<file path="src/rtl/cbls_pkg.sv">
// Shared types and constants for the context bit lane splitter.
// No dependencies; the other RTL files that use it refer to this package by scoped names.
package cbls_pkg;

  localparam int unsigned LANE_COUNT_DEF = 256;

  // request word kinds
  localparam logic REQ_DATA  = 1'b0;
  localparam logic REQ_FLUSH = 1'b1;

  typedef enum logic [3:0] {
    MODE_FLAT     = 4'd0,
    MODE_BITPOS8  = 4'd1,
    MODE_BITPOS32 = 4'd2,
    MODE_PREV1    = 4'd3,
    MODE_PREV3    = 4'd4,
    MODE_PREV6    = 4'd5,
    MODE_PREV8    = 4'd6,
    MODE_PREVBYTE = 4'd7,
    MODE_PREVPOP  = 4'd8
  } cbls_mode_e;

  // One lane's stored state: bits held and the left-aligned partial byte.
  typedef struct packed {
    logic [2:0] fill;
    logic [7:0] acc;
  } lane_entry_t;

  // History seen by the lane context unit for one bit.
  typedef struct packed {
    logic [7:0] prev_byte;
    logic [7:0] cur_byte;
    logic [1:0] phase;
    logic [2:0] bit_idx;
  } ctx_t;

  typedef struct packed {
    logic [7:0] lane_number;
    logic [7:0] lane_byte;
    logic [3:0] bit_count;
    logic       last_of_run;
  } result_t;

endpackage

</file>
<file path="src/rtl/cbls_req_if.sv">
// Input channel of the splitter: valid/ready plus one request word.
// Depends on nothing.
interface cbls_req_if;
  logic       valid;
  logic       ready;
  logic       req_type;
  logic [7:0] data_byte;
  logic [7:0] flush_lane;

  modport source (output valid, output req_type, output data_byte, output flush_lane,
                  input ready);
  modport sink   (input valid, input req_type, input data_byte, input flush_lane,
                  output ready);
endinterface

</file>
<file path="src/rtl/cbls_res_if.sv">
// Output channel of the splitter: valid/ready plus one result word.
// Depends on nothing.
interface cbls_res_if;
  logic       valid;
  logic       ready;
  logic [7:0] lane_number;
  logic [7:0] lane_byte;
  logic [3:0] bit_count;
  logic       last_of_run;

  modport source (output valid, output lane_number, output lane_byte, output bit_count,
                  output last_of_run, input ready);
  modport sink   (input valid, input lane_number, input lane_byte, input bit_count,
                  input last_of_run, output ready);
endinterface

</file>
<file path="src/rtl/cbls_lane_ctx.sv">
// Lane context unit: maps the current bit position and history to a lane number.
// Depends on cbls_pkg.
module cbls_lane_ctx (
  input  logic [3:0]    mode_i,
  input  cbls_pkg::ctx_t ctx_i,
  output logic [7:0]    lane_o
);

  logic [15:0] window;
  logic [15:0] hist;
  logic [3:0]  pop;

  always_comb begin
    window = {ctx_i.prev_byte, ctx_i.cur_byte};
    // bits just before the current one; at bit 0 this is the previous byte
    hist   = window >> (4'd8 - {1'b0, ctx_i.bit_idx});
    pop    = '0;
    for (int k = 0; k < 8; k++) begin
      pop = pop + {3'b000, ctx_i.prev_byte[k]};
    end
  end

  always_comb begin
    unique case (mode_i)
      cbls_pkg::MODE_BITPOS8:  lane_o = {5'b00000, ctx_i.bit_idx};
      cbls_pkg::MODE_BITPOS32: lane_o = {3'b000, ctx_i.phase, ctx_i.bit_idx};
      cbls_pkg::MODE_PREV1:    lane_o = {7'b0000000, hist[0]};
      cbls_pkg::MODE_PREV3:    lane_o = {5'b00000, hist[2:0]};
      cbls_pkg::MODE_PREV6:    lane_o = {2'b00, hist[5:0]};
      cbls_pkg::MODE_PREV8:    lane_o = hist[7:0];
      cbls_pkg::MODE_PREVBYTE: lane_o = ctx_i.prev_byte;
      cbls_pkg::MODE_PREVPOP:  lane_o = {4'b0000, pop};
      default:                 lane_o = '0;  // flat and unused codes
    endcase
  end

endmodule

</file>
<file path="src/rtl/cbls_lane_mem.sv">
// Lane state memory: one write port, one registered read port.
// Per-entry valid flops make every lane read as empty after reset. Depends on cbls_pkg.
module cbls_lane_mem #(
  parameter int unsigned LANE_COUNT = cbls_pkg::LANE_COUNT_DEF,
  localparam int unsigned AW = $clog2(LANE_COUNT)
) (
  input  logic                  clk_i,
  input  logic                  rst_ni,
  input  logic                  rd_en_i,
  input  logic [AW-1:0]         rd_addr_i,
  output cbls_pkg::lane_entry_t rd_entry_o,
  input  logic                  we_i,
  input  logic [AW-1:0]         wr_addr_i,
  input  cbls_pkg::lane_entry_t wr_entry_i
);

  cbls_pkg::lane_entry_t mem [LANE_COUNT];
  cbls_pkg::lane_entry_t rd_data_q;
  logic [LANE_COUNT-1:0] vld_q;
  logic                  rd_vld_q;

  always_ff @(posedge clk_i) begin
    if (we_i) begin
      mem[wr_addr_i] <= wr_entry_i;
    end
    if (rd_en_i) begin
      rd_data_q <= mem[rd_addr_i];
    end
  end

  always_ff @(posedge clk_i or negedge rst_ni) begin
    if (!rst_ni) begin
      vld_q    <= '0;
      rd_vld_q <= 1'b0;
    end else begin
      if (we_i) begin
        vld_q[wr_addr_i] <= 1'b1;
      end
      if (rd_en_i) begin
        rd_vld_q <= vld_q[rd_addr_i];
      end
    end
  end

  assign rd_entry_o = rd_vld_q ? rd_data_q : '0;

endmodule

</file>
<file path="src/rtl/context_bit_lane_splitter.sv">
// Context bit lane splitter, top level.
// Depends on cbls_pkg, cbls_req_if, cbls_res_if, cbls_lane_ctx and cbls_lane_mem.
//
// Usage:
//   req_i carries one request word: a data byte to split (req_type 0) or a flush
//   of one lane (req_type 1). res_o carries result words: lane number, packed
//   byte, valid bit count and a last flag on the final result of a request.
//   cfg_we_i/cfg_wdata_i write context_mode; write it only while idle.
// Sequence:
//   A data byte passes through an accept state, then a read and a write of the
//   lane memory for each of its 8 bits, then a closing state. Each bit is a
//   read-modify-write of the registered lane memory.
//   A flush goes through accept, read and write; a flush that hits an empty
//   or out-of-range lane gives no result. req_i.ready is high only when idle.
//   Each filled byte is held back one step so that the last flag is known.
// Reset: all lanes read as empty at once (per-lane valid flops), history and
//   mode clear to zero; no clearing pass.
// Stall: results wait in an output register; when it and the held-back
//   result are both full, a bit that completes a byte waits until res_o.ready.
module context_bit_lane_splitter #(
  parameter int unsigned LANE_COUNT = cbls_pkg::LANE_COUNT_DEF,
  localparam int unsigned AW = $clog2(LANE_COUNT)
) (
  input  logic              clk_i,
  input  logic              rst_ni,
  input  logic              cfg_we_i,
  input  logic [3:0]        cfg_wdata_i,
  cbls_req_if.sink          req_i,
  cbls_res_if.source        res_o
);

  typedef enum logic [5:0] {
    ST_IDLE  = 6'b000001,
    ST_RD    = 6'b000010,
    ST_WR    = 6'b000100,
    ST_END   = 6'b001000,
    ST_FL_RD = 6'b010000,
    ST_FL_WR = 6'b100000
  } state_e;

  state_e state_q, state_d;

  logic [3:0] mode_q;
  logic [7:0] prev_q, prev_d;
  logic [1:0] phase_q, phase_d;
  logic [2:0] idx_q, idx_d;
  logic [7:0] cur_q, cur_d;
  logic [7:0] lane_q, lane_d;
  logic       inr_q, inr_d;

  logic              pend_vld_q, pend_vld_d;
  cbls_pkg::result_t pend_q, pend_d;
  logic              out_vld_q, out_vld_d;
  cbls_pkg::result_t out_q, out_d;

  cbls_pkg::ctx_t        ctx;
  logic [7:0]            ctx_lane;
  logic                  rd_en;
  logic [AW-1:0]         rd_addr;
  cbls_pkg::lane_entry_t rd_entry;
  logic                  we;
  cbls_pkg::lane_entry_t wr_entry;

  logic       out_free;
  logic       cur_bit;
  logic       full;
  logic [7:0] acc_new;

  assign ctx = '{prev_byte: prev_q, cur_byte: cur_q, phase: phase_q, bit_idx: idx_q};

  cbls_lane_ctx u_ctx (
    .mode_i (mode_q),
    .ctx_i  (ctx),
    .lane_o (ctx_lane)
  );

  cbls_lane_mem #(
    .LANE_COUNT (LANE_COUNT)
  ) u_mem (
    .clk_i      (clk_i),
    .rst_ni     (rst_ni),
    .rd_en_i    (rd_en),
    .rd_addr_i  (rd_addr),
    .rd_entry_o (rd_entry),
    .we_i       (we),
    .wr_addr_i  (lane_q[AW-1:0]),
    .wr_entry_i (wr_entry)
  );

  assign out_free    = !out_vld_q || res_o.ready;
  assign req_i.ready = (state_q == ST_IDLE);

  always_comb begin
    cur_bit = cur_q[3'd7 - idx_q];
    full    = (rd_entry.fill == 3'd7);
    acc_new = rd_entry.acc | (cur_bit ? (8'h80 >> rd_entry.fill) : 8'h00);
  end

  always_comb begin
    state_d    = state_q;
    prev_d     = prev_q;
    phase_d    = phase_q;
    idx_d      = idx_q;
    cur_d      = cur_q;
    lane_d     = lane_q;
    inr_d      = inr_q;
    pend_vld_d = pend_vld_q;
    pend_d     = pend_q;
    out_vld_d  = out_vld_q && !res_o.ready;
    out_d      = out_q;
    rd_en      = 1'b0;
    rd_addr    = lane_q[AW-1:0];
    we         = 1'b0;
    wr_entry   = '0;

    unique case (state_q)
      ST_IDLE: begin
        if (req_i.valid) begin
          cur_d  = req_i.data_byte;
          lane_d = req_i.flush_lane;
          idx_d  = '0;
          if (req_i.req_type == cbls_pkg::REQ_DATA) begin
            state_d = ST_RD;
          end else if ({1'b0, req_i.flush_lane} < 9'(LANE_COUNT)) begin
            state_d = ST_FL_RD;
          end
        end
      end

      ST_RD: begin
        lane_d  = ctx_lane;
        inr_d   = ({1'b0, ctx_lane} < 9'(LANE_COUNT));
        rd_en   = 1'b1;
        rd_addr = ctx_lane[AW-1:0];
        state_d = ST_WR;
      end

      ST_WR: begin
        // a new full byte needs the held-back one moved out first
        if (!(inr_q && full && pend_vld_q && !out_free)) begin
          if (inr_q) begin
            we       = 1'b1;
            wr_entry = full ? '0 : cbls_pkg::lane_entry_t'{fill: rd_entry.fill + 3'd1,
                                                           acc: acc_new};
            if (full) begin
              if (pend_vld_q) begin
                out_vld_d = 1'b1;
                out_d     = pend_q;
              end
              pend_vld_d = 1'b1;
              pend_d     = '{lane_number: lane_q, lane_byte: acc_new, bit_count: 4'd8,
                             last_of_run: 1'b0};
            end
          end
          if (idx_q == 3'd7) begin
            prev_d  = cur_q;
            phase_d = phase_q + 2'd1;
            state_d = ST_END;
          end else begin
            idx_d   = idx_q + 3'd1;
            state_d = ST_RD;
          end
        end
      end

      ST_END: begin
        if (!pend_vld_q) begin
          state_d = ST_IDLE;
        end else if (out_free) begin
          out_vld_d         = 1'b1;
          out_d             = pend_q;
          out_d.last_of_run = 1'b1;
          pend_vld_d        = 1'b0;
          state_d           = ST_IDLE;
        end
      end

      ST_FL_RD: begin
        rd_en   = 1'b1;
        state_d = ST_FL_WR;
      end

      ST_FL_WR: begin
        if (rd_entry.fill == 3'd0) begin
          state_d = ST_IDLE;
        end else if (out_free) begin
          we        = 1'b1;
          out_vld_d = 1'b1;
          out_d     = '{lane_number: lane_q, lane_byte: rd_entry.acc,
                        bit_count: {1'b0, rd_entry.fill}, last_of_run: 1'b1};
          state_d   = ST_IDLE;
        end
      end

      default: state_d = ST_IDLE;
    endcase
  end

  always_ff @(posedge clk_i or negedge rst_ni) begin
    if (!rst_ni) begin
      state_q    <= ST_IDLE;
      mode_q     <= '0;
      prev_q     <= '0;
      phase_q    <= '0;
      idx_q      <= '0;
      inr_q      <= 1'b0;
      pend_vld_q <= 1'b0;
      out_vld_q  <= 1'b0;
    end else begin
      state_q    <= state_d;
      prev_q     <= prev_d;
      phase_q    <= phase_d;
      idx_q      <= idx_d;
      inr_q      <= inr_d;
      pend_vld_q <= pend_vld_d;
      out_vld_q  <= out_vld_d;
      if (cfg_we_i) begin
        mode_q <= cfg_wdata_i;
      end
    end
  end

  always_ff @(posedge clk_i) begin
    cur_q  <= cur_d;
    lane_q <= lane_d;
    pend_q <= pend_d;
    out_q  <= out_d;
  end

  assign res_o.valid       = out_vld_q;
  assign res_o.lane_number = out_q.lane_number;
  assign res_o.lane_byte   = out_q.lane_byte;
  assign res_o.bit_count   = out_q.bit_count;
  assign res_o.last_of_run = out_q.last_of_run;

endmodule
</file>
<file path="src/flat_wrapper.sv">
// flat-port wrapper written by rule: the top's interface ports become plain ports
module context_bit_lane_splitter_flat 
#(
  parameter int unsigned LANE_COUNT = cbls_pkg::LANE_COUNT_DEF,
  localparam int unsigned AW = $clog2(LANE_COUNT)
)
  (clk_i, rst_ni, cfg_we_i, cfg_wdata_i, req_i_valid, req_i_req_type, req_i_data_byte, req_i_flush_lane, req_i_ready, res_o_valid, res_o_lane_number, res_o_lane_byte, res_o_bit_count, res_o_last_of_run, res_o_ready);
  cbls_req_if req_i_i ();
  cbls_res_if res_o_i ();
  input  logic clk_i;
  input  logic rst_ni;
  input  logic cfg_we_i;
  input  logic [3:0] cfg_wdata_i;
  input wire logic [$bits(req_i_i.valid)-1:0] req_i_valid;
  input wire logic [$bits(req_i_i.req_type)-1:0] req_i_req_type;
  input wire logic [$bits(req_i_i.data_byte)-1:0] req_i_data_byte;
  input wire logic [$bits(req_i_i.flush_lane)-1:0] req_i_flush_lane;
  output wire logic [$bits(req_i_i.ready)-1:0] req_i_ready;
  output wire logic [$bits(res_o_i.valid)-1:0] res_o_valid;
  output wire logic [$bits(res_o_i.lane_number)-1:0] res_o_lane_number;
  output wire logic [$bits(res_o_i.lane_byte)-1:0] res_o_lane_byte;
  output wire logic [$bits(res_o_i.bit_count)-1:0] res_o_bit_count;
  output wire logic [$bits(res_o_i.last_of_run)-1:0] res_o_last_of_run;
  input wire logic [$bits(res_o_i.ready)-1:0] res_o_ready;
  assign req_i_i.valid = req_i_valid;
  assign req_i_i.req_type = req_i_req_type;
  assign req_i_i.data_byte = req_i_data_byte;
  assign req_i_i.flush_lane = req_i_flush_lane;
  assign req_i_ready = req_i_i.ready;
  assign res_o_valid = res_o_i.valid;
  assign res_o_lane_number = res_o_i.lane_number;
  assign res_o_lane_byte = res_o_i.lane_byte;
  assign res_o_bit_count = res_o_i.bit_count;
  assign res_o_last_of_run = res_o_i.last_of_run;
  assign res_o_i.ready = res_o_ready;
  context_bit_lane_splitter #(.LANE_COUNT(LANE_COUNT)) u_core (.clk_i(clk_i), .rst_ni(rst_ni), .cfg_we_i(cfg_we_i), .cfg_wdata_i(cfg_wdata_i), .req_i(req_i_i), .res_o(res_o_i));
endmodule
</file>
<file path="config.mk">
export PLATFORM = sky130hd
export DESIGN_NAME = context_bit_lane_splitter_flat
export DESIGN_NICKNAME = d
export VERILOG_FILES = /design/src/rtl/cbls_pkg.sv /design/src/rtl/cbls_req_if.sv /design/src/rtl/cbls_res_if.sv /design/src/rtl/cbls_lane_ctx.sv /design/src/rtl/cbls_lane_mem.sv /design/src/rtl/context_bit_lane_splitter.sv /design/src/flat_wrapper.sv
export SDC_FILE = /design/constraint.sdc
export NUM_CORES = 2
export LEC_CHECK = 0
export BUFFER_PORTS_ARGS = -buffer_cell sky130_fd_sc_hd__buf_2
export CORE_ASPECT_RATIO = 1.75
export CORE_MARGIN = 1
export CORE_UTILIZATION = 40
export CTS_CLUSTER_SIZE = 12
export DETAILED_ROUTE_END_ITERATION = 8
export HOLD_SLACK_MARGIN = 0.03
export PLACE_DENSITY = 0.56
export SYNTH_ARGS = -nofsm -noshare
export SYNTH_HDL_FRONTEND = slang
export SYNTH_HIERARCHICAL = 1
export SYNTH_SLANG_ARGS = --single-unit
export TNS_END_PERCENT = 1
</file>
<file path="constraint.sdc">
create_clock -name clk_i -period 15.7 [get_ports clk_i]
set_input_delay 0 -clock clk_i [delete_from_list [all_inputs] [get_ports clk_i]]
set_output_delay 0 -clock clk_i [all_outputs]
set_load 0.02 [all_outputs]
</file>
== Word-level counts from Yosys, hierarchy flattened ==
Memories as Yosys holds them, arrays and structs flattened. A register that Yosys moved wholly into a read port is not among the register bits.
Cells that the tools add are included.
W data, S select, Z words.
Word-level totals
  register bits after elaboration: 336
  latch bits: 0
  RAM bits: 2816
  bits in read-only memories: 0
  input bits: 26
  output and inout port bits: 23
  logic and storage cells: 148
  memories kept: 1
Memory list
  u_core.u_mem.mem: words 256, bits a word 11, read ports 1, clocked after Yosys merged registers in 1, write ports 1, line cbls_lane_mem.sv:17  | cbls_pkg::lane_entry_t mem [LANE_COUNT];
Operators by class
  add/sub/neg operators: 12
  $mul: 0
  div/mod/pow operators: 0
  order comparisons: 4
  equal/unequal tests: 26
  shift-type cells: 2
  mux-type cells: 59
  bitwise logic cells: 3
  reductions and logical operators: 23
Operators by type and width (count)
  $or A256 B256 Y256: 1
  $mux W21: 8
  $pmux W8 S8: 1
  $pmux W21 S3: 1
  $mux W11: 5
  $pmux W6 S6: 1
  $mux W6: 5
  $mux W8: 3
  $mux W1: 22
  $lt A8 B9 Y1 const B: 2
  $add A4 B1 Y4: 4
  $eq A4 B3 Y1 const B: 4
  $pmux W8 S2: 1
  $shr A16 B4 Y8: 1
  $ne A2 B1 Y1 const B: 6
  $reduce_and A4 Y1: 3
  $mux W3: 3
  $reduce_and A9 Y1: 1
  $bmux W1 S8: 1
  $demux W1 S8: 1
  $eq A4 B2 Y1 const B: 2
  $ge A8 B1 Y1 const B: 1
  $ne A2 B2 Y1 const B: 4
  $or A8 B8 Y8: 1
  34 further kinds: 47

== Depth between registers and ports, before layout ==
  word-level depth: 11
  mapped depth: 24
  depth with buffers taken out: 19

== Cells and area by module ==
Netlist, hierarchy kept.
Modules (own cells, without submodules)
  cbls_lane_mem: instances 1, cells an instance 5495, area each 117696.6 um2, seq. area each 91322.6 um2
  context_bit_lane_splitter: instances 1, cells an instance 327, area each 3678.5 um2, seq. area each 2243.4 um2
  cbls_lane_ctx: instances 1, cells an instance 110, area each 1053.5 um2, seq. area each 0.0 um2

== Least setup slack after synthesis ==
Ideal clock, no wire load.
  path kind: register -> register
  start point: reg u_core.state_q[3]
  end point: mem u_core/u_mem/mem[0][4] in the netlist's numbering, data pin
  library setup time: 1.462 ns
  arrival: 7.870 ns
  data required time: 14.238 ns
  path slack: 6.367 ns
  stages on the path, launching flop included: 7
  buffers on the path: 2
  period minus slack after synthesis: 9.333 ns
  cell sequence: dfrtp_1 buf_6 or4b_1 buf_2 nor2_2 nand3b_1 nor2b_1
RTL lines
  start, declared: line context_bit_lane_splitter.sv:41  | state_e state_q, state_d;
  start signal, assigned: line context_bit_lane_splitter.sv:210  | state_q <= state_d;
  end, declared: line cbls_lane_mem.sv:17

== Worst setup path in the final report ==
  start point: reg u_core.prev_q[0]
  end point: reg u_core/u_mem/rd_data_q[1] (netlist name)
On the way
  cells in the longest elaborated chain, start to end: 9
  elaborated cells on any way between the ends: 10
  classes of those cells: add/sub (7); shift (1); mux (2)
Ends and longest elaborated chain
  start, declared: line context_bit_lane_splitter.sv:44  | logic [7:0] prev_q, prev_d;
  start signal, assigned: line context_bit_lane_splitter.sv:211  | prev_q <= prev_d;
  $add A1 B1 Y2: line cbls_lane_ctx.sv:19  | pop = pop + {3'b000, ctx_i.prev_byte[k]};
  $add A2 B1 Y3: line cbls_lane_ctx.sv:19
  $add A3 B1 Y4: line cbls_lane_ctx.sv:19
  $add A4 B1 Y4 (4 in a row): line cbls_lane_ctx.sv:19
  $pmux W8 S8 (*): line cbls_lane_ctx.sv:24  | unique case (mode_i)
  named net u_core.ctx_lane[1]: line context_bit_lane_splitter.sv:57  | logic [7:0] ctx_lane;
  $mux W8 (*): line context_bit_lane_splitter.sv:116  | unique case (state_q)
  named net u_core.rd_addr[1]: line context_bit_lane_splitter.sv:59  | logic [AW-1:0] rd_addr;
Mark *: on every way through the listed nets, which the timed path passes. The rest lies on a longest branch.
A chain may end at the register's enable or synchronous reset.

==> impl_metrics.csv <==
group,metric,value,unit
outcome,outcome,"finished clean",
route,via_count,61300,
synth,async_flop_share,8.95,%
synth,syn-num-nets,5974,
synth,synth_top_area_share,70.6,%
cells_and_area,fillCellCount,25800,
pwr,internal_power,13.9,mW
synth,syn_area_per_cell,20.6,um^2
place,port_buffers,48,
clocking,cts.sinks,3163,
synth,synth_area,0.122,mm^2
grt,grt_pass1_vias,64500,
synth,ys_ff_latch,3163,
pwr,combPwrFrac,15.2,%
die,core,0.304,mm^2
die,fp.dieH,734,um
die,initial_core_util,40.2,%
route,ant_nets,0,
pwr,seq_power_share,48.5,%
worst_setup_path,cp_max_fo,95,
clocking,insertion_delay,0.89,ns
cells_and_area,areaGrowthSynthToFinish,13.4,%
route,wl_per_cell,32.3,um
worst_setup_path,critPathSlowestCell,"nor4_1",
worst_setup_path,crit_top_cell,"fa_1",
timing,hold_viol,0,
pwr,worst_ir_drop_vdd,0.0880,mV
worst_setup_path,crit_chain,"fa_1, inv_1, fa_1, fa_1, inv_1, ha_1, fa_1, a222oi_1, nand3_1, nand2_1, nand2_4, buf_12, buf_4, buf_4, mux4_2, a22oi_1, a21oi_1, nor4_1, buf_4, o22ai_1, or2_1",
worst_setup_path,cpPeakStageDelay,1.01,ns
clocking,numCtsBuffers,309,
die,io_pins,49,
grt,grt_pass1_wl,488,mm
worst_setup_path,crit_type,"reg2reg",
pwr,p_per_area,137,mW/mm^2
clocking,htreeDepth,5,
die,core.rowCount,268,
pwr,p_switching,5.07,mW
pwr,p_sw_share,26.7,%
worst_setup_path,path_buf_inv,6,
clocking,cts_buffer_depth,4,
timing,timing.fmax,120,MHz
grt,grt_max_degree,257,
route,via_per_inst,5.79,
clocking,cts-root-buf,"clkbuf_16",
pwr,pwr-share-clk,36.3,%
synth,synth_cell_types,75,
timing,slew-limit-headroom,4.65,%
flow_run,maxCapViolCount,0,
synth,netlist_instances,5932,
cells_and_area,multi_input_area,0.0276,mm^2
clocking,clk_pin_slew_worst_paths,0.06,ns
timing,clock_skew,0.0619,ns
clocking,cts_hold_buf,54,
synth,ys_warn_count,6,
pwr,finalPower,19.0,mW
synth,synth_top_area_cell,"edfxtp_1",
clocking,postCtsSetupBuffers,0,
grt,grt_antenna_before_repair,10,
timing,rsz0062_at_grt,"false",
worst_setup_path,cp.arrival,8.99,ns
worst_setup_path,crit_family,"buffers and inverters",
synth,ys.flop_type,"edfxtp_1",
synth,synth-edff-count,2880,
pwr,leakage,50.8,nW
die,fp.dieW,420,um
timing,timing.final.crit_period,8.35,ns
cells_and_area,layout-drive-gt1-share,28.4,%
cells_and_area,seq_area,0.0936,mm^2
clocking,cts.repair.resized,0,
timing,setup_tns,0,ns
timing,worstMarginPinSlew,1.43,ns
worst_setup_path,crit_required,16.34,ns
place,dp_cells,10000,
route,dr.pass1.iters,9,
grt,overflow,0,
cells_and_area,instances_no_fill,10600,
place,gp_congestion,0.869,
route,drc,0,
worst_setup_path,cp-end-kind,"flop",
clocking,cts_tree,"yes",
hold_path,min_path_type,"in2reg",
worst_setup_path,cp-start-kind,"flop",
grt,grt_usage,22.2,%
timing,period_share,53.2,%
route,drtIter0Drc,6137,
die,die_area,0.308,mm^2
timing,report.final.slew_viol_count,0,
route,routed_wirelength,342,mm
synth,synth-seq-area-share,76.4,%
synth,synth.area.top_cells,"edfxtp_1 71%, mux4_2 14%, dfrtp_1 5.8%, a22oi_1 2.2%, or2_2 1.3%",
timing,setup_violations,0,
place,dpl.hpwl,213,mm
cells_and_area,layout.nets,6378,
cell usage after synthesis (42+ instances only):
cell and number:
a21oi_1 185, a22oi_1 356, buf_2 78, clkbuf_1 227, dfrtp_1 282, edfxtp_1 2880
mux2i_1 42, mux4_2 754, nand2_1 141, nor2_1 292, nor4_1 49, or2_2 260
power groups by stage:
stage / clock [mW] / combinational [mW] / sequential [mW]
floorplan: 0 / 1.86 / 9.35
global placement: 0 / 2.89 / 9.39
detailed placement: 0 / 2.91 / 9.39
CTS: 7.03 / 2.93 / 9.21
global route: 7.31 / 3.01 / 9.21
finish: 6.89 / 2.89 / 9.22
layer usage:
layer | up-vias | share of wire (%) | wire [um] | global-route usage (%)
li1 | 25200 | - | - | -
met1 | 33300 | 36 | 124000 | 26.1
met2 | 2118 | 52 | 179000 | 38.9
met3 | 633 | 5.2 | 17800 | 2.95
met4 | 4 | 6.4 | 21900 | 12.6
met5 | - | 0.0079 | 27 | 0
worst reg2reg max path, delay by kind of cell (launching register included):
family                   cells  cell delay, ns
AO/OA/AOI/OAI                4            0.62
adder cells (fa/ha/maj)      5            2.21
buffers and inverters        6            2.52
flip-flops                   1            0.45
multiplexers                 1            0.46
AND/OR/NAND/NOR              5            1.84
metrics by stage:
step | area (um^2) | hold slack [ns] | setup slack [ns] | util, %
floorplan | 122000 | -0.296 | 6.37 | -
global placement | 129000 | -0.0410 | 6.10 | 42.4
detailed placement | 129000 | -0.0425 | 7.28 | 42.5
CTS | 139000 | 0.0818 | 7.26 | 45.6
global route | 139000 | 0.186 | 7.17 | 45.6
finish | 139000 | 0.168 | 7.35 | 45.6
cell type report:
cell class              instances  share of cell area (%)
diodes                          5                 0.00901
clock buffers                 491                    6.33
clock inverters                18                  0.0847
inverters                      33                  0.0892
multi-input cells            2386                    19.9
flip-flops and latches       3163                    67.4
well taps                    4050                    3.65
repair buffers                443                    2.58
final timing paths:
kind	depth (start not counted)	from	end	slack [ns]
max	21	u_core/prev_q[0]	u_core/u_mem/rd_data_q[1]	7.35
min	5	res_o_ready	u_core/state_q[5]	0.17
max reg2reg	21	u_core/prev_q[0]	u_core/u_mem/rd_data_q[1]	7.35
min reg2reg	1	u_core/u_mem/vld_q[80]	u_core/u_mem/vld_q[80]	0.46
max in group asynchronous	5	rst_ni	u_core/u_mem/vld_q[77]	13.83
min in group asynchronous	4	rst_ni	u_core/prev_q[4]	0.32
logic make-up (layout without fill, tap and decap cells):
| logic type | count (synthesis) | in the layout | synth area share [%] |
|---|---|---|---|
| muxes | 832 | 832 | 14.8 |
| xor gates and xnor gates | 9 | 9 | 0.0705 |
| other | 0 | 5 | 0 |
| adders and majority gates | 16 | 16 | 0.188 |
| AOI/OAI and AO/OA | 645 | 645 | 3.58 |
| and+or+nand+nor | 884 | 884 | 3.61 |
| buffers and inverters | 383 | 985 | 1.36 |
| DFF | 3163 | 3163 | 76.4 |
sequential cells by signal, indices dropped and copies added, names as in the netlist, 2 cells and up:
name and cells:
u_core/idx_q 3, u_core/res_o.lane_byte 8, u_core/phase_q 2, u_core/res_o.lane_number 8
u_core/pend_q 16, u_core/state_q 6, u_core/lane_q 8, u_core/u_mem/vld_q 256
u_core/res_o.bit_count 4, u_core/u_mem/rd_data_q 11, u_core/prev_q 8, u_core/mode_q 4
u_core/cur_q 8, u_core/u_mem/mem 2816
layout by cell type (no fill, tap or decap), types with 53 or more instances in the layout:
master,instances
or2_2,259
dlygate4sd3_1,53
clkbuf_16,324
nand2_1,134
buf_4,322
dfrtp_1,282
clkbuf_1,161
nor2_1,246
a22oi_1,356
a21oi_1,184
mux4_2,754
edfxtp_1,2880
Note: power is estimated with default switching activity, not from simulation.
